<file path="src/hw/rtl/mwm_pkg.sv">
// shared types and constants of the mltl window monitor
// no dependencies
`timescale 1ns / 1ps

package mwm_pkg;

	localparam int CFG_IDX_W  = 2;
	localparam int CFG_DATA_W = 7;

	// register indexes
	localparam logic [CFG_IDX_W-1:0] CFG_ALWAYS_WINDOW     = 2'd0;
	localparam logic [CFG_IDX_W-1:0] CFG_EVENTUALLY_WINDOW = 2'd1;
	localparam logic [CFG_IDX_W-1:0] CFG_UNTIL_WINDOW      = 2'd2;
	localparam logic [CFG_IDX_W-1:0] CFG_RELEASE_WINDOW    = 2'd3;

	// verdict codes
	localparam logic [1:0] VERDICT_FALSE   = 2'd0;
	localparam logic [1:0] VERDICT_TRUE    = 2'd1;
	localparam logic [1:0] VERDICT_PENDING = 2'd2;
	localparam logic [1:0] VERDICT_RSVD    = 2'd3;

	typedef struct packed {
		logic always_sample;
		logic eventually_sample;
		logic until_hold;
		logic until_goal;
		logic release_trigger;
		logic release_hold;
	} sample_t;

	typedef struct packed {
		logic [1:0] always_verdict;
		logic [1:0] eventually_verdict;
		logic [1:0] until_verdict;
		logic [1:0] release_verdict;
	} verdict_t;

	// controller to datapath
	typedef struct packed {
		logic start;     // item accepted: store samples, arm scan
		logic rd_issue;  // read one history row, newest first
		logic load_out;  // capture verdicts into output register
	} ctrl_cmd_t;

	// datapath to controller
	typedef struct packed {
		logic last_rd;   // current read is the oldest row needed
	} ctrl_sts_t;

endpackage

</file>
<file path="src/hw/rtl/mwm_in_if.sv">
// input channel of the mltl window monitor: one tick of six propositions
// no dependencies
`timescale 1ns / 1ps

interface mwm_in_if;
	logic valid;
	logic ready;
	logic always_sample;
	logic eventually_sample;
	logic until_hold;
	logic until_goal;
	logic release_trigger;
	logic release_hold;

	modport source (
		output valid, always_sample, eventually_sample, until_hold, until_goal,
		       release_trigger, release_hold,
		input  ready
	);
	modport sink (
		input  valid, always_sample, eventually_sample, until_hold, until_goal,
		       release_trigger, release_hold,
		output ready
	);
endinterface

</file>
<file path="src/hw/rtl/mwm_out_if.sv">
// output channel of the mltl window monitor: four verdicts per item
// no dependencies
`timescale 1ns / 1ps

interface mwm_out_if;
	logic       valid;
	logic       ready;
	logic [1:0] always_verdict;
	logic [1:0] eventually_verdict;
	logic [1:0] until_verdict;
	logic [1:0] release_verdict;

	modport source (
		output valid, always_verdict, eventually_verdict, until_verdict, release_verdict,
		input  ready
	);
	modport sink (
		input  valid, always_verdict, eventually_verdict, until_verdict, release_verdict,
		output ready
	);
endinterface

</file>
<file path="src/hw/rtl/mwm_ctrl.sv">
// controller of the mltl window monitor: accept, scan, drain, deliver
// depends on mwm_pkg
`timescale 1ns / 1ps

module mwm_ctrl (
	input  logic               clk,
	input  logic               arst_n,
	input  logic               in_valid,
	output logic               in_ready,
	output logic               out_valid,
	input  logic               out_ready,
	output mwm_pkg::ctrl_cmd_t cmd,
	input  mwm_pkg::ctrl_sts_t sts
);
	import mwm_pkg::*;

	typedef enum logic [3:0] {
		ST_IDLE   = 4'b0001,
		ST_SCAN   = 4'b0010,
		ST_DRAIN  = 4'b0100,
		ST_FINISH = 4'b1000
	} state_t;

	state_t state_q;
	state_t state_nxt;
	logic   out_valid_q;
	logic   out_free;

	assign out_free  = !out_valid_q || out_ready;
	assign in_ready  = (state_q == ST_IDLE);
	assign out_valid = out_valid_q;

	always_comb begin
		state_nxt    = state_q;
		cmd.start    = 1'b0;
		cmd.rd_issue = 1'b0;
		cmd.load_out = 1'b0;
		unique case (state_q)
			ST_IDLE: begin
				if (in_valid) begin
					cmd.start = 1'b1;
					state_nxt = ST_SCAN;
				end
			end
			ST_SCAN: begin
				cmd.rd_issue = 1'b1;
				if (sts.last_rd) state_nxt = ST_DRAIN;
			end
			ST_DRAIN: begin
				state_nxt = ST_FINISH;
			end
			ST_FINISH: begin
				if (out_free) begin
					cmd.load_out = 1'b1;
					state_nxt    = ST_IDLE;
				end
			end
			default: begin
				state_nxt = ST_IDLE;
			end
		endcase
	end

	always_ff @(posedge clk or negedge arst_n) begin
		if (!arst_n) begin
			state_q     <= ST_IDLE;
			out_valid_q <= 1'b0;
		end else begin
			state_q <= state_nxt;
			if (cmd.load_out) out_valid_q <= 1'b1;
			else if (out_ready) out_valid_q <= 1'b0;
		end
	end

endmodule

</file>
<file path="src/hw/rtl/mwm_dpath.sv">
// datapath of the mltl window monitor: window registers, history memory,
// backward scan accumulators and output register; depends on mwm_pkg
`timescale 1ns / 1ps

module mwm_dpath #(
	parameter int WINDOW_MAX = 64
) (
	input  logic                             clk,
	input  logic                             arst_n,
	input  logic                             cfg_we,
	input  logic [mwm_pkg::CFG_IDX_W-1:0]    cfg_idx,
	input  logic [mwm_pkg::CFG_DATA_W-1:0]   cfg_data,
	input  mwm_pkg::sample_t                 sample,
	input  mwm_pkg::ctrl_cmd_t               cmd,
	output mwm_pkg::ctrl_sts_t               sts,
	output mwm_pkg::verdict_t                verdict
);
	import mwm_pkg::*;

	localparam int AW = (WINDOW_MAX > 1) ? $clog2(WINDOW_MAX) : 1;
	localparam int CW = $clog2(WINDOW_MAX + 1);
	localparam int EW = (CW > CFG_DATA_W) ? CW : CFG_DATA_W;

	logic [CFG_DATA_W-1:0] always_win_q;
	logic [CFG_DATA_W-1:0] eventually_win_q;
	logic [CFG_DATA_W-1:0] until_win_q;
	logic [CFG_DATA_W-1:0] release_win_q;

	logic [CW-1:0] n_alw, n_evt, n_unt, n_rel, n_max01, n_max23, n_max;

	sample_t       mem [WINDOW_MAX];
	sample_t       data_s1;
	logic          valid_s1;
	logic [CW-1:0] age_s1;

	logic [AW-1:0] wp_q;
	logic [AW-1:0] rd_addr_q;
	logic [CW-1:0] age_q;
	logic [CW-1:0] seen_q;

	logic alw_q, evt_q, unt_q, rel_q;
	verdict_t verdict_q;

	// zero reads as one, anything above the history depth saturates
	function automatic logic [CW-1:0] eff_window(input logic [CFG_DATA_W-1:0] r);
		logic [EW-1:0] ext;
		ext = EW'(r);
		if (r == '0) return CW'(1);
		else if (ext > EW'(WINDOW_MAX)) return CW'(WINDOW_MAX);
		else return CW'(ext);
	endfunction

	assign n_alw   = eff_window(always_win_q);
	assign n_evt   = eff_window(eventually_win_q);
	assign n_unt   = eff_window(until_win_q);
	assign n_rel   = eff_window(release_win_q);
	assign n_max01 = (n_alw > n_evt) ? n_alw : n_evt;
	assign n_max23 = (n_unt > n_rel) ? n_unt : n_rel;
	assign n_max   = (n_max01 > n_max23) ? n_max01 : n_max23;

	assign sts.last_rd = (age_q == (n_max - CW'(1)));

	// configuration registers
	always_ff @(posedge clk or negedge arst_n) begin
		if (!arst_n) begin
			always_win_q     <= CFG_DATA_W'(1);
			eventually_win_q <= CFG_DATA_W'(1);
			until_win_q      <= CFG_DATA_W'(1);
			release_win_q    <= CFG_DATA_W'(1);
		end else if (cfg_we) begin
			unique case (cfg_idx)
				CFG_ALWAYS_WINDOW:     always_win_q     <= cfg_data;
				CFG_EVENTUALLY_WINDOW: eventually_win_q <= cfg_data;
				CFG_UNTIL_WINDOW:      until_win_q      <= cfg_data;
				CFG_RELEASE_WINDOW:    release_win_q    <= cfg_data;
				default: ;
			endcase
		end
	end

	// history memory: one write per item, one registered read per scan step
	always_ff @(posedge clk) begin
		if (cmd.start) mem[wp_q] <= sample;
		if (cmd.rd_issue) begin
			data_s1 <= mem[rd_addr_q];
			age_s1  <= age_q;
		end
	end

	// pointers, counters and accumulators
	always_ff @(posedge clk or negedge arst_n) begin
		if (!arst_n) begin
			wp_q      <= '0;
			rd_addr_q <= '0;
			age_q     <= '0;
			seen_q    <= '0;
			valid_s1  <= 1'b0;
			alw_q     <= 1'b1;
			evt_q     <= 1'b0;
			unt_q     <= 1'b0;
			rel_q     <= 1'b1;
		end else begin
			valid_s1 <= cmd.rd_issue;
			if (cmd.start) begin
				wp_q      <= (wp_q == AW'(WINDOW_MAX - 1)) ? '0 : wp_q + AW'(1);
				if (seen_q != CW'(WINDOW_MAX)) seen_q <= seen_q + CW'(1);
				rd_addr_q <= wp_q;
				age_q     <= '0;
				alw_q     <= 1'b1;
				evt_q     <= 1'b0;
				unt_q     <= 1'b0;
				rel_q     <= 1'b1;
			end else begin
				if (cmd.rd_issue) begin
					age_q     <= age_q + CW'(1);
					rd_addr_q <= (rd_addr_q == '0) ? AW'(WINDOW_MAX - 1)
					                               : rd_addr_q - AW'(1);
				end
				// rows arrive newest first, so an older decisive tick overrides
				if (valid_s1) begin
					if (age_s1 < n_alw && !data_s1.always_sample) alw_q <= 1'b0;
					if (age_s1 < n_evt && data_s1.eventually_sample) evt_q <= 1'b1;
					if (age_s1 < n_unt) begin
						if (data_s1.until_goal) unt_q <= 1'b1;
						else if (!data_s1.until_hold) unt_q <= 1'b0;
					end
					if (age_s1 < n_rel) begin
						if (!data_s1.release_hold) rel_q <= 1'b0;
						else if (data_s1.release_trigger) rel_q <= 1'b1;
					end
				end
			end
		end
	end

	// output register
	always_ff @(posedge clk) begin
		if (cmd.load_out) begin
			verdict_q.always_verdict     <= (seen_q < n_alw) ? VERDICT_PENDING :
			                                alw_q ? VERDICT_TRUE : VERDICT_FALSE;
			verdict_q.eventually_verdict <= (seen_q < n_evt) ? VERDICT_PENDING :
			                                evt_q ? VERDICT_TRUE : VERDICT_FALSE;
			verdict_q.until_verdict      <= (seen_q < n_unt) ? VERDICT_PENDING :
			                                unt_q ? VERDICT_TRUE : VERDICT_FALSE;
			verdict_q.release_verdict    <= (seen_q < n_rel) ? VERDICT_PENDING :
			                                rel_q ? VERDICT_TRUE : VERDICT_FALSE;
		end
	end

	assign verdict = verdict_q;

endmodule

</file>
<file path="src/hw/rtl/mltl_window_monitor_core.sv">
// Bounded-future MLTL runtime monitor over sliding windows. Each input item is
// one tick of six proposition bits; each tick gives one result item of four
// verdicts (globally, finally, until, release), coded false, true or pending.
// An item is accepted only in the idle state: the block takes no new item until
// the result of the last one is loaded into the output register, which waits for
// the output to be free. The scan covers max(N) past ticks, where max(N) is the
// largest of the four effective window lengths (1 to WINDOW_MAX): the single read
// port of the history memory delivers one past tick per cycle, newest first. A
// finished result sits in the output register while the next item is accepted.
// Window registers are 7 bits, zero acts as 1, values above WINDOW_MAX saturate.
// Depends on mwm_pkg, mwm_in_if, mwm_out_if, mwm_ctrl and mwm_dpath.
`timescale 1ns / 1ps

module mltl_window_monitor_core #(
	parameter int WINDOW_MAX = 64
) (
	input  logic                           clk,
	input  logic                           arst_n,
	// configuration write port, one register per index
	input  logic                           cfg_we,
	input  logic [mwm_pkg::CFG_IDX_W-1:0]  cfg_idx,
	input  logic [mwm_pkg::CFG_DATA_W-1:0] cfg_data,
	// tick items in, verdict items out
	mwm_in_if.sink                         in_ch,
	mwm_out_if.source                      out_ch
);
	import mwm_pkg::*;

	ctrl_cmd_t cmd;
	ctrl_sts_t sts;
	sample_t   sample;
	verdict_t  verdict;

	// pack the tick fields for the history memory
	assign sample.always_sample     = in_ch.always_sample;
	assign sample.eventually_sample = in_ch.eventually_sample;
	assign sample.until_hold        = in_ch.until_hold;
	assign sample.until_goal        = in_ch.until_goal;
	assign sample.release_trigger   = in_ch.release_trigger;
	assign sample.release_hold      = in_ch.release_hold;

	// sequencer: idle, scan the history, drain the read register, deliver
	mwm_ctrl u_ctrl (
		.clk       (clk),
		.arst_n    (arst_n),
		.in_valid  (in_ch.valid),
		.in_ready  (in_ch.ready),
		.out_valid (out_ch.valid),
		.out_ready (out_ch.ready),
		.cmd       (cmd),
		.sts       (sts)
	);

	// window registers, history, verdict accumulators and output register
	mwm_dpath #(
		.WINDOW_MAX (WINDOW_MAX)
	) u_dpath (
		.clk      (clk),
		.arst_n   (arst_n),
		.cfg_we   (cfg_we),
		.cfg_idx  (cfg_idx),
		.cfg_data (cfg_data),
		.sample   (sample),
		.cmd      (cmd),
		.sts      (sts),
		.verdict  (verdict)
	);

	// result fields straight from the output register
	assign out_ch.always_verdict     = verdict.always_verdict;
	assign out_ch.eventually_verdict = verdict.eventually_verdict;
	assign out_ch.until_verdict      = verdict.until_verdict;
	assign out_ch.release_verdict    = verdict.release_verdict;

endmodule

</file>
<file path="src/flat_wrapper.sv">
// flat-port wrapper written by rule: the top's interface ports become plain ports
module mltl_window_monitor_core_flat import mwm_pkg::*;
#(
	parameter int WINDOW_MAX = 64
)
  (clk, arst_n, cfg_we, cfg_idx, cfg_data, in_ch_valid, in_ch_always_sample, in_ch_eventually_sample, in_ch_until_hold, in_ch_until_goal, in_ch_release_trigger, in_ch_release_hold, in_ch_ready, out_ch_valid, out_ch_always_verdict, out_ch_eventually_verdict, out_ch_until_verdict, out_ch_release_verdict, out_ch_ready);
  mwm_in_if in_ch_i ();
  mwm_out_if out_ch_i ();
  input  logic clk;
  input  logic arst_n;
  input  logic cfg_we;
  input  logic [mwm_pkg::CFG_IDX_W-1:0] cfg_idx;
  input  logic [mwm_pkg::CFG_DATA_W-1:0] cfg_data;
  input wire logic [$bits(in_ch_i.valid)-1:0] in_ch_valid;
  input wire logic [$bits(in_ch_i.always_sample)-1:0] in_ch_always_sample;
  input wire logic [$bits(in_ch_i.eventually_sample)-1:0] in_ch_eventually_sample;
  input wire logic [$bits(in_ch_i.until_hold)-1:0] in_ch_until_hold;
  input wire logic [$bits(in_ch_i.until_goal)-1:0] in_ch_until_goal;
  input wire logic [$bits(in_ch_i.release_trigger)-1:0] in_ch_release_trigger;
  input wire logic [$bits(in_ch_i.release_hold)-1:0] in_ch_release_hold;
  output wire logic [$bits(in_ch_i.ready)-1:0] in_ch_ready;
  output wire logic [$bits(out_ch_i.valid)-1:0] out_ch_valid;
  output wire logic [$bits(out_ch_i.always_verdict)-1:0] out_ch_always_verdict;
  output wire logic [$bits(out_ch_i.eventually_verdict)-1:0] out_ch_eventually_verdict;
  output wire logic [$bits(out_ch_i.until_verdict)-1:0] out_ch_until_verdict;
  output wire logic [$bits(out_ch_i.release_verdict)-1:0] out_ch_release_verdict;
  input wire logic [$bits(out_ch_i.ready)-1:0] out_ch_ready;
  assign in_ch_i.valid = in_ch_valid;
  assign in_ch_i.always_sample = in_ch_always_sample;
  assign in_ch_i.eventually_sample = in_ch_eventually_sample;
  assign in_ch_i.until_hold = in_ch_until_hold;
  assign in_ch_i.until_goal = in_ch_until_goal;
  assign in_ch_i.release_trigger = in_ch_release_trigger;
  assign in_ch_i.release_hold = in_ch_release_hold;
  assign in_ch_ready = in_ch_i.ready;
  assign out_ch_valid = out_ch_i.valid;
  assign out_ch_always_verdict = out_ch_i.always_verdict;
  assign out_ch_eventually_verdict = out_ch_i.eventually_verdict;
  assign out_ch_until_verdict = out_ch_i.until_verdict;
  assign out_ch_release_verdict = out_ch_i.release_verdict;
  assign out_ch_i.ready = out_ch_ready;
  mltl_window_monitor_core #(.WINDOW_MAX(WINDOW_MAX)) u_core (.clk(clk), .arst_n(arst_n), .cfg_we(cfg_we), .cfg_idx(cfg_idx), .cfg_data(cfg_data), .in_ch(in_ch_i), .out_ch(out_ch_i));
endmodule
</file>
<file path="config.mk">
export PLATFORM = sky130hd
export DESIGN_NAME = mltl_window_monitor_core_flat
export DESIGN_NICKNAME = d
export VERILOG_FILES = /design/src/hw/rtl/mwm_pkg.sv /design/src/hw/rtl/mwm_in_if.sv /design/src/hw/rtl/mwm_out_if.sv /design/src/hw/rtl/mwm_ctrl.sv /design/src/hw/rtl/mwm_dpath.sv /design/src/hw/rtl/mltl_window_monitor_core.sv /design/src/flat_wrapper.sv
export SDC_FILE = /design/constraint.sdc
export NUM_CORES = 1
export LEC_CHECK = 0
export BUFFER_PORTS_ARGS = -buffer_cell sky130_fd_sc_hd__buf_2
export CAP_MARGIN = 20
export CORE_MARGIN = 1.5
export CORE_UTILIZATION = 45
export DETAILED_ROUTE_END_ITERATION = 16
export PLACE_DENSITY = 0.63
export SLEW_MARGIN = 20
export SYNTH_ARGS = -nofsm -noshare
export SYNTH_HDL_FRONTEND = slang
export SYNTH_SLANG_ARGS = --single-unit
</file>
<file path="constraint.sdc">
create_clock -name clk -period 10.5 [get_ports clk]
set_input_delay 0 -clock clk [delete_from_list [all_inputs] [get_ports clk]]
set_output_delay 0 -clock clk [all_outputs]
set_load 0.005 [all_outputs]
</file>
# Word-level counts from Yosys, hierarchy flattened
# Memory sizes are Yosys's and may differ from the RTL's. A register that Yosys moved wholly into a read port is not among the register bits.
# Index checks and enable logic that the tools add are counted.
dict set report word_totals {
  word_cells 134
  in_bits 20
  output_inout_bits 10
  memories 1
  reg_bits 79
  ramBits 384
}
dict set report classes {
  addsub 5
  n_mux 50
  n_reduce_logical 28
  n_eq_ne 15
  order_cmp 15
}
# name depth word_bits read_ports rd_clocked_by_memory_dff wr line
set memory_table {}
lappend memory_table {u_core.u_dpath.mem 64 6 1 1 1 mwm_dpath.sv:31} ;# sample_t mem [WINDOW_MAX];
# operator count
set ops {}
lappend ops {{2-to-1 mux 7 bit} 13}
lappend ops {{less-than comparator 7 bit} 8}
lappend ops {{2-to-1 mux 1 bit} 29}
lappend ops {{greater-than comparator 7 bit (second input constant)} 4}
lappend ops {{logical NOT 7 bit} 4}
lappend ops {{2-to-1 mux 6 bit} 4}
lappend ops {{greater-than comparator 7 bit} 3}
lappend ops {{case mux 4 bit (4 select lines)} 1}
lappend ops {{adder 7 x 1 -> 7 bit (second input constant)} 2}
lappend ops {{AND reduction 2 bit} 7}
lappend ops {{nonzero test 2 bit} 7}
lappend ops {{2-to-1 mux 4 bit} 3}
lappend ops {{AND reduction 3 bit} 3}
lappend ops {{equality test 7 bit} 1}
lappend ops {{inequality test 7 bit (second input constant)} 1}
lappend ops {{subtractor 7 x 1 -> 7 bit (second input constant)} 1}
lappend ops {{adder 6 x 1 -> 6 bit (second input constant)} 1}
lappend ops {{equality test 6 bit (second input constant)} 1}
lappend ops {{logical NOT 6 bit} 1}
lappend ops {{subtractor 6 x 1 -> 6 bit (second input constant)} 1}
lappend ops {{equality test 2 bit (second input constant)} 2}
lappend ops {{equality test 4 x 1 -> 1 bit (second input constant)} 1}
lappend ops {{equality test 4 x 2 -> 1 bit (second input constant)} 1}
lappend ops {{equality test 4 x 3 -> 1 bit (second input constant)} 1}
lappend ops {{10 further kinds} 13}

# Depth between registers and ports, before layout
# Gate-level depths: netlist (run 1).
dict set report logic_depth {
  ltp_word 11
  depth_mapped 23
  depth_no_buf 22
}

# Hierarchy
# Synthesis (run 1) repeated with hierarchy kept, for this count alone.
dict set report hier_totals {
  hier_cells 1187
  hier_area_um2 20611.0
}
# module n_inst area_per_inst_um2 seq_area_each_um2 cells_each
set modules_own_cells {}
lappend modules_own_cells {mwm_dpath 1 20343.3 13645.6 1163}
lappend modules_own_cells {mwm_ctrl 1 267.8 126.4 24}

# Worst setup path after synthesis (run 1)
# OpenSTA, ideal clock, no wires.
dict set report synth_path {
  path_type {register -> register}
  from {register u_core.u_dpath.release_win_q[6]}
  to {register u_core.u_ctrl.state_q[2]}
  t_arrival_ns 4.635
  t_required_ns 10.433
  setup_ns 0.067
  synth_period_minus_slack_ns 4.702
  path_slack_ns 5.798
  n_path_buf 2
  stages_incl_launch_ff 23
  cell_sequence {dfrtp_1 clkbuf_1 inv_1 nand2_1 ha_1 a211oi_2 nor2_1 o31ai_4 buf_6 mux2_2 ha_1 a21o_1 a221oi_1 o21ai_1 o21a_1 mux2i_1 inv_1 ha_1 xor2_1 xnor2_1 nor4_1 nor4b_2 and2_1}
}
dict set report synth_via {
  elab_chain_cells 11
  elab_cells_between_ends 12
  cone_classes {add/sub (1); order compare (3); eq/ne (2); mux (4); reduce/logical (2)}
}
# item line
set synth_lines {}
lappend synth_lines {{from (decl)} mwm_dpath.sv:27} ;# logic [CFG_DATA_W-1:0] release_win_q;
lappend synth_lines {{from (signal assigned)} mwm_dpath.sv:75} ;# CFG_RELEASE_WINDOW: release_win_q <= cfg_data;
lappend synth_lines {{greater-than comparator 7 bit} mwm_dpath.sv:49} ;# else if (ext > EW'(WINDOW_MAX)) return CW'(WINDOW_MAX);
lappend synth_lines {{2-to-1 mux 7 bit} mwm_dpath.sv:49}
lappend synth_lines {{2-to-1 mux 7 bit (*)} mwm_dpath.sv:48} ;# if (r == '0) return CW'(1);
lappend synth_lines {{greater-than comparator 7 bit} mwm_dpath.sv:58} ;# assign n_max23 = (n_unt > n_rel) ? n_unt : n_rel;
lappend synth_lines {{2-to-1 mux 7 bit (*)} mwm_dpath.sv:58}
lappend synth_lines {{greater-than comparator 7 bit} mwm_dpath.sv:59} ;# assign n_max = (n_max01 > n_max23) ? n_max01 : n_max23;
lappend synth_lines {{2-to-1 mux 7 bit (*)} mwm_dpath.sv:59}
lappend synth_lines {{subtractor 7 x 1 -> 7 bit (*)} mwm_dpath.sv:61} ;# assign sts.last_rd = (age_q == (n_max - CW'(1)));
lappend synth_lines {{equality test 7 bit (*)} mwm_dpath.sv:61}
lappend synth_lines {{inequality test 2 x 1 -> 1 bit (no source line) (*)} --}
lappend synth_lines {{AND reduction 3 bit (no source line) (*)} --}
lappend synth_lines {{to (signal assigned)} mwm_ctrl.sv:69} ;# state_q <= state_nxt;
lappend synth_lines {{to (decl)} mwm_ctrl.sv:24} ;# state_t state_q;
# Every way passes the cells marked *; elsewhere a longest branch is shown, timed or not.
# A chain may end at the register's enable or synchronous reset.

# Worst setup path after layout (run 1)
dict set report layout_path {
  from {register u_core.u_dpath.until_win_q[6]}
  to {register u_core.u_ctrl.state_q[2]}
}
dict set report layout_via {
  elab_chain_cells 11
  elab_cells_between_ends 12
  cone_classes {add/sub (1); order compare (3); eq/ne (2); mux (4); reduce/logical (2)}
}
# item line
set layout_lines {}
lappend layout_lines {{from (decl)} mwm_dpath.sv:26} ;# logic [CFG_DATA_W-1:0] until_win_q;
lappend layout_lines {{from (signal assigned)} mwm_dpath.sv:74} ;# CFG_UNTIL_WINDOW: until_win_q <= cfg_data;
lappend layout_lines {{greater-than comparator 7 bit} mwm_dpath.sv:49}
lappend layout_lines {{2-to-1 mux 7 bit} mwm_dpath.sv:49}
lappend layout_lines {{2-to-1 mux 7 bit (*)} mwm_dpath.sv:48}
lappend layout_lines {{greater-than comparator 7 bit} mwm_dpath.sv:58}
lappend layout_lines {{2-to-1 mux 7 bit (*)} mwm_dpath.sv:58}
lappend layout_lines {{greater-than comparator 7 bit} mwm_dpath.sv:59}
lappend layout_lines {{2-to-1 mux 7 bit (*)} mwm_dpath.sv:59}
lappend layout_lines {{subtractor 7 x 1 -> 7 bit (*)} mwm_dpath.sv:61}
lappend layout_lines {{equality test 7 bit (*)} mwm_dpath.sv:61}
lappend layout_lines {{inequality test 2 x 1 -> 1 bit (no source line) (*)} --}
lappend layout_lines {{AND reduction 3 bit (no source line) (*)} --}
# Marked as above.

==> flow_summary_export.csv, run 1 <==
group,metric,value,unit
route,wl_per_cell,23.76,um
worst_setup_path,worstPathMaxFanout,16,
final_layout,drive_above_1_share,22.15,%
synthesis,ys_seq_area_share,66.59,%
synthesis,yosysTopAreaCell,"edfxtp_1",
placed_design,dp.final_hpwl,28390,um
die,ios,30,
sta,whs,0.07440,ns
route,drt.antenna.violating_nets,0,
synthesis,avgSynthCellArea,17.22,um2
synthesis,synth_top_cell_area_share,58.81,%
pwr,intPower,3980,uW
sta,setup_tns,0,ns
worst_setup_path,rr_startpoint,"u_core.u_dpath.until_win_q[6]",
pwr,p_per_area,249.3,mW/mm2
global_route,grt_max_degree,65,
synthesis,synth_cell_types,65,
worst_setup_path,timing.rr.end,"u_core.u_ctrl.state_q[2]",
sta,fmax,0.1869,GHz
pwr,swShare,31.26,%
route,firstDrtPassIters,5,
synthesis,postSynthNetCount,1297,
sta,maxSlewViolCount,0,
sta,timing.final.crit_share,50.96,%
worst_setup_path,cp-end-kind,"flop",
cts,clkTransAtPathRegs,0.06,ns
cts,clockBufferDepth,3,
synthesis,synth_area_leaders,"edfxtp_1 (59%), mux4_2 (14%), dfrtp_1 (6.9%)",
flow_run,max_cap_violations,0,
die,die_x,217.4,um
final_layout,fin_nets,1353,
synthesis,synthArstFlopShare,13.65,%
pwr,peakVddDrop,158.7,uV
global_route,grt-ovfl-total,0,
pwr,p_switching,1810,uW
cts,tritoncts,"done",
synthesis,syn-cell-area,0.02068,mm2
sta,max_slew_margin,30.93,%
die,core,0.04538,mm2
cts,clock_sinks,469,
synthesis,synth_cells,1201,
placed_design,port-buffer-count,29,
synthesis,ys_ff_latch,469,
worst_setup_path,critPathKind,"flop to flop",
sta,hold_viol,0,
route,vias,10970,
hold_path,hold_depth,2,
route,viasPerCell,5.781,
sta,tightest_slew,1.036,ns
die,die_h,217.4,um
route,drc,0,
route,routed_wl,45070,um
cts,post_cts_buffers,0,
synthesis,synth_edf_count,405,
die,die-area,0.04725,mm2
pwr,clkPwrFrac,29.5,%
pwr,power_frac_seq,41.1,%
final_layout,syn2layout_area_growth,12.31,%
synthesis,synth-main-ff-cell,"edfxtp_1",
sta,min_period,5.350,ns
worst_setup_path,r2r_setup_slack,5.15,ns
sta,rsz0062_at_grt,"no",
route,drt-initial-drc-count,924,
cts,clockRootBuffer,"clkbuf_16",
die,num_rows,78,
sta,clock_skew,0.05824,ns
pwr,total_power,5791,uW
global_route,antenna_found_initial,0,
hold_path,hold_path.class,"input port to flop",
hold_path,holdPathEnd,"u_core.u_dpath.mem[40][0]",
worst_setup_path,r2r_cells,21,
worst_setup_path,cp_slowest_cell,"o31ai_4",
pwr,leakage,0.007848,uW
synthesis,ys_warn_count,0,
worst_setup_path,critPathRequiredTime,11.04,ns
cts,htreeDepth,2,
worst_setup_path,path_buf_inv,3,
worst_setup_path,crit_arrival,5.89,ns
pwr,comb_power_share,29.4,%
worst_setup_path,startpoint_type,"flop",
worst_setup_path,cp_top_family,"compound AO/OA/AOI/OAI gates",
die,start_util,45.57,%
run_status,outcome,"finished clean",
global_route,grt_pass1_vias,11200,
final_layout,fillers,3674,
worst_setup_path,crit_chain,"inv_1 -> a22oi_1 -> ha_1 -> nand3b_1 -> a21oi_1 -> o31ai_4 -> mux2i_1 -> inv_1 -> ha_1 -> nand2_1 -> o21a_1 -> o21ai_1 -> o21a_1 -> mux2i_1 -> inv_1 -> ha_1 -> xor2_1 -> xnor2_1 -> nor4_1 -> nor4b_2 -> and2_1",
cts,clk_latency,0.62,ns
placed_design,place_congestion,0.8969,
hold_path,hold_start,"in_ch_release_hold",
global_route,grt_pass1_wl,69740,um
global_route,grt_usage,19.83,%
worst_setup_path,slowest_delay,0.66,ns
sta,setup_viol,0,
cts,cts_buffers,48,
==> area by class of cell <==
class / count / area [um2] / share of cell area, %
Clock buffer: 65 / 1285 / 5.532
Multi-Input combinational cell: 656 / 6605 / 28.44
Clock inverter: 24 / 306.5 / 1.320
Antenna cell: 1 / 2.502 / 0.01077
Inverter: 27 / 101.3 / 0.4363
Tap cell: 600 / 750.7 / 3.232
Timing Repair Buffer: 55 / 395.4 / 1.702
Sequential cell: 469 / 13780 / 59.33
==> power by group through the flow <==
stage | registers (uW) | logic [uW] | clock network [uW]
global route | 2410 | 1860 | 1810
detailed placement | 2420 | 1720 | 0
global placement | 2420 | 1700 | 0
CTS | 2380 | 1720 | 1740
finish | 2380 | 1700 | 1710
floorplan | 2240 | 1380 | 0
==> synthesized netlist by cell type, drive strengths merged (2+ instances only) <==
| cell type | count |
|---|---|
| o31ai | 3 |
| o211ai | 4 |
| or2 | 4 |
| nor2 | 105 |
| a21o | 2 |
| a221o | 2 |
| o31a | 5 |
| mux2 | 30 |
| o21a | 16 |
| clkbuf | 32 |
| xnor2 | 15 |
| nand4b | 6 |
| o21ai | 38 |
| a31oi | 3 |
| nor3 | 17 |
| a22oi | 3 |
| edfxtp | 405 |
| inv | 25 |
| nand3b | 12 |
| clkinv | 2 |
| nor4 | 3 |
| xor2 | 7 |
| nand3 | 18 |
| ha | 76 |
| nor4b | 3 |
| mux4 | 127 |
| nor2b | 6 |
| a21oi | 29 |
| nand4 | 13 |
| dfrtp | 57 |
| mux2i | 18 |
| nand2 | 53 |
| buf | 17 |
| dfstp | 7 |
| and3 | 3 |
| a41oi | 2 |
| a211oi | 5 |
| nand2b | 8 |
| or3 | 5 |
==> per-layer routing <==
layer	global-route usage (%)	share of wire, %	up-vias	routed length [um]
met2	32.07	49	291	21930
met3	3.746	5.2	71	2365
met5	0	0	-	0
met4	5.856	2.3	0	1027
met1	27.47	44	5703	19750
li1	-	-	4902	-
==> logic make-up after synthesis <==
logic type | share of synthesized area, %
flops | 66.59
simple gates | 6.020
mux | 16.33
compound gates | 3.920
buf+inv | 1.494
fa+ha+maj | 4.598
xor+xnor | 1.041
==> stage by stage <==
| step | area, um2 | util, % | setup WS, ns | instances |
|---|---|---|---|---|
| final | 23230 | 51.18 | 5.150 | 1897 |
| after global routing | 23220 | 51.18 | 4.653 | 1896 |
| after CTS | 23170 | 51.07 | 5.188 | 1892 |
| after detailed placement | 21440 | 47.25 | 5.155 | 1789 |
| after global placement | 21440 | 47.25 | 5.293 | 1789 |
| after floorplan | 20680 | - | 5.798 | 1201 |
==> placed cells by master, fill, tap and decap left out, types with 9 or more instances in the layout <==
| cell type | instances |
|---|---|
| edfxtp_1 | 405 |
| mux4_2 | 127 |
| nor2_1 | 105 |
| ha_1 | 76 |
| dfrtp_1 | 54 |
| nand2_1 | 53 |
| clkbuf_16 | 48 |
| o21ai_0 | 34 |
| mux2_2 | 30 |
| a21oi_1 | 28 |
| buf_2 | 25 |
| inv_1 | 23 |
| nand3_1 | 18 |
| mux2i_1 | 18 |
| dlygate4sd3_1 | 18 |
| nor3_1 | 16 |
| o21a_1 | 16 |
| xnor2_1 | 15 |
| clkbuf_1 | 15 |
| nand4_1 | 13 |
| nand3b_1 | 12 |
| buf_4 | 12 |
| clkinv_2 | 9 |
==> worst max-delay path by stage <==
stage                     depth (start not counted)                            start                  endpoint  slack [ns]
after floorplan                                  22  u_core.u_dpath.release_win_q[6]  u_core.u_ctrl.state_q[2]        5.80
after global placement                           20    u_core.u_dpath.until_win_q[6]  u_core.u_ctrl.state_q[1]        5.29
after detailed placement                         21    u_core.u_dpath.until_win_q[6]  u_core.u_ctrl.state_q[1]        5.16
after CTS                                        21    u_core.u_dpath.until_win_q[6]  u_core.u_ctrl.state_q[2]        5.19
after global routing                             21    u_core.u_dpath.until_win_q[6]  u_core.u_ctrl.state_q[1]        4.65
final                                            21    u_core.u_dpath.until_win_q[6]  u_core.u_ctrl.state_q[2]        5.15
==> sequential cells by signal, indices dropped and copies added, names as in the netlist <==
register	cells
u_core.u_dpath.mem	384
u_core.u_ctrl.state_q	4
u_core.u_dpath.data_s1	6
u_core.u_dpath.seen_q	7
u_core.u_dpath.release_win_q	7
u_core.u_dpath.unt_q	1
u_core.u_dpath.rd_addr_q	6
u_core.u_ctrl.out_valid	1
u_core.u_dpath.rel_q	1
u_core.u_dpath.until_win_q	7
u_core.u_dpath.age_q	7
u_core.u_dpath.always_win_q	7
u_core.u_dpath.verdict	8
u_core.u_dpath.wp_q	6
u_core.u_dpath.eventually_win_q	7
u_core.u_dpath.age_s1	7
u_core.u_dpath.alw_q	1
u_core.u_dpath.valid_s1	1
u_core.u_dpath.evt_q	1
==> what timing repair did <==
item	4_1_cts	5_1_grt
endpoints found under the hold margin	89	173
hold buffers	14	4
resized for setup	0	0
Power figures use the tool's default switching activity.
==> inputs of run 2 (changes only) <==
--- a/config.mk
+++ b/config.mk
@@ -10,7 +10,7 @@
 export CORE_MARGIN = 1.5
 export CORE_UTILIZATION = 45
 export DETAILED_ROUTE_END_ITERATION = 16
-export PLACE_DENSITY = 0.63
+export PLACE_DENSITY = 0.65
 export SLEW_MARGIN = 20
 export SYNTH_ARGS = -nofsm -noshare
 export SYNTH_HDL_FRONTEND = slang
==> constraint.sdc (replaced) <==
create_clock -name clk -period 4.34 [get_ports clk]
set_input_delay 0 -clock clk [delete_from_list [all_inputs] [get_ports clk]]
set_output_delay 0 -clock clk [all_outputs]
set_load 0.005 [all_outputs]
==> run 2 against run 1 <==
  * The flow now finishes with violations (negative hold slack)
  * Maximum frequency increased by 24%
  * Flip-flop and latch count unchanged
  * Wire length increased by 0.75%
  * Highest routed layer unchanged
  * Register-to-register slack got worse by 5.1 ns
  * Worst setup slack got worse by 5.1 ns
  * Cell area increased by 3.6%
  * Clock skew decreased by 0.042 ns
  * Largest power group unchanged
  * Combinational power increased to 2.8 times the previous value
  * First-iteration DRC count increased by 8.8%
  * Die area unchanged
==> flow_summary_export.csv, run 2 (synthesis results as in run 1) <==
group,metric,value,unit
worst_setup_path,cp_top_family,"compound AO/OA/AOI/OAI gates",
cts,clock_sinks,469,
worst_setup_path,critPathRequiredTime,4.86,ns
worst_setup_path,rr_startpoint,"u_core.u_dpath.always_win_q[6]",
final_layout,final_common_cell,"edfxtp_1",
final_layout,utilization,53.05,%
final_layout,fin_cells,1969,
final_layout,final_cell_mix,"edfxtp_1 (405), mux4_2 (127), nor2_1 (101), buf_4 (83), ha_1 (68)",
global_route,grt-ovfl-total,0,
cts,clockRootBuffer,"clkbuf_16",
route,viasPerCell,5.719,
worst_setup_path,slowest_delay,0.38,ns
sta,timing.final.crit_share,99.09,%
die,ios,30,
global_route,grt_usage,19.64,%
hold_path,hold_path.class,"input port to flop",
global_route,grt_pass1_vias,11400,
sta,min_period,4.301,ns
die,num_rows,78,
final_layout,regMostFlops,"u_core.u_dpath.mem",
pwr,p_per_area,601.7,mW/mm2
sta,setup_viol,0,
sta,max_slew_margin,38.24,%
worst_setup_path,cp-end-kind,"flop",
sta,rsz0062_at_grt,"yes",
cts,clk_latency,0.59,ns
run_status,outcome,"finished with violations",
route,vias,11260,
route,firstDrtPassIters,5,
run_status,failed_checks,"negative hold slack",
cts,tritoncts,"done",
worst_setup_path,cp_slowest_cell,"dfrtp_1",
route,routed_wl,45410,um
final_layout,fin_nets,1427,
worst_setup_path,crit_arrival,4.82,ns
cts,clkTransAtPathRegs,0.06,ns
global_route,grt_pass1_wl,69700,um
die,die_h,217.4,um
cts,htreeDepth,2,
global_route,antenna_found_initial,0,
route,drc,0,
sta,whs,-0.02746,ns
route,drt-initial-drc-count,1005,
pwr,leakage,0.008217,uW
route,drt.antenna.violating_nets,0,
final_layout,largest_reg_flops,384,
worst_setup_path,path_buf_inv,4,
sta,tightest_slew,0.9264,ns
placed_design,dp_cells,1842,
final_layout,diodes,0,
sta,setup_tns,0,ns
sta,maxSlewViolCount,0,
die,core,0.04538,mm2
worst_setup_path,startpoint,"u_core.u_dpath.always_win_q[6]",
sta,fmax,0.2325,GHz
final_layout,syn2layout_area_growth,16.40,%
placed_design,dp.final_hpwl,28870,um
hold_path,holdPathEnd,"u_core.u_dpath.mem[54][0]",
global_route,grt_max_degree,65,
worst_setup_path,crit_chain,"inv_2 -> nand2_1 -> inv_2 -> ha_4 -> a211oi_2 -> nor2_2 -> o31ai_4 -> buf_12 -> mux2i_4 -> ha_4 -> and3_4 -> a221oi_2 -> o21ai_2 -> o21a_1 -> mux2i_1 -> inv_1 -> ha_2 -> xor2_1 -> xnor2_1 -> nor4_1 -> nor4b_2 -> and2_1",
final_layout,drive_above_1_share,30.24,%
placed_design,place_congestion,0.9007,
route,wl_per_cell,23.06,um
sta,clock_skew,0.01611,ns
worst_setup_path,worstPathMaxFanout,8,
die,die_x,217.4,um
flow_run,max_cap_violations,0,
die,die-area,0.04725,mm2
pwr,total_power,14480,uW
sta,hold_viol,48,
worst_setup_path,critPathKind,"flop to flop",
worst_setup_path,r2r_setup_slack,0.04,ns
hold_path,hold_start,"in_ch_release_hold",
worst_setup_path,timing.rr.end,"u_core.u_ctrl.state_q[2]",
cts,cts_buffers,47,
cts,clockBufferDepth,3,
worst_setup_path,startpoint_type,"flop",
worst_setup_path,r2r_cells,22,
pwr,peakVddDrop,359.0,uV
die,start_util,45.57,%
hold_path,hold_depth,1,
placed_design,port-buffer-count,29,
run 2: cell count changes in the layout (fill, tap and decap cells not counted), moves of 6 or more:
cell / previous run / this run
buf_4: 12 / 83
nor3_1: 16 / 10
nand2_1: 53 / 46
ha_1: 76 / 68
clkbuf_1: 15 / 9
ha_4: 0 / 7
inv_1: 23 / 16
run 2: worst max-delay path by stage:
stage | depth (start not counted) | slack (ns) | endpoint
after floorplan | 22 | -0.07 | u_core.u_ctrl.state_q[2]
after global placement | 22 | 0.02 | u_core.u_ctrl.state_q[2]
after detailed placement | 22 | -0.14 | u_core.u_ctrl.state_q[1]
after CTS | 23 | 0.002 | u_core.u_ctrl.state_q[2]
after global routing | 22 | -0.25 | u_core.u_ctrl.state_q[1]
final | 22 | 0.04 | u_core.u_ctrl.state_q[2]
run 2: layout make-up:
class,instances,area (um2)
inverters,27,111.4
clock buffers,59,1262
clock inverters,28,251.5
multi-input cells,656,6890
fillers,3576,21310
flip-flops and latches,469,13790
repair buffers,130,1021
well taps,600,750.7
run 2: worst reg2reg max path, cell delays in order, from the launching register on:
cell and delay [ns]:
dfrtp_1 0.38, inv_2 0.10, nand2_1 0.10, inv_2 0.10, ha_4 0.20, a211oi_2 0.23, nor2_2 0.10, o31ai_4 0.30
buf_12 0.18, mux2i_4 0.26, ha_4 0.23, and3_4 0.17, a221oi_2 0.24, o21ai_2 0.12, o21a_1 0.15, mux2i_1 0.19
inv_1 0.07, ha_2 0.21, xor2_1 0.15, xnor2_1 0.13, nor4_1 0.23, nor4b_2 0.26, and2_1 0.15
run 2: what timing repair did:
item                       CTS  global route
pin swaps                   11            13
resized for setup           15            19
hold buffers                14             4
buffers inserted            18             4
hold endpoints to repair    68            31
setup endpoints to repair    2             2
run 2: through the flow:
| step | instance area, um2 | setup WS [ns] |
|---|---|---|
| 3_3_place_gp | 22050 | 0.02234 |
| 6_report | 24070 | 0.03943 |
| 5_1_grt | 24070 | -0.2549 |
| 3_5_place_dp | 22050 | -0.1428 |
| 2_1_floorplan | 20850 | -0.06578 |
| 4_1_cts | 23890 | 0.001874 |
run 2: report_power, final:
group / internal, uW / switching, uW
Combinational: 2470 / 2270
Clock: 2250 / 1720
Sequential: 5200 / 561
Total: 9930 / 4550
run 2: per-layer routing:
layer	global-route usage, %	up-vias	part of all wire (%)
li1	-	5067	-
met1	27.87	5832	44
met2	31.69	295	49
met3	2.697	66	4.9
met4	6.019	0	2.3
met5	0	-	0
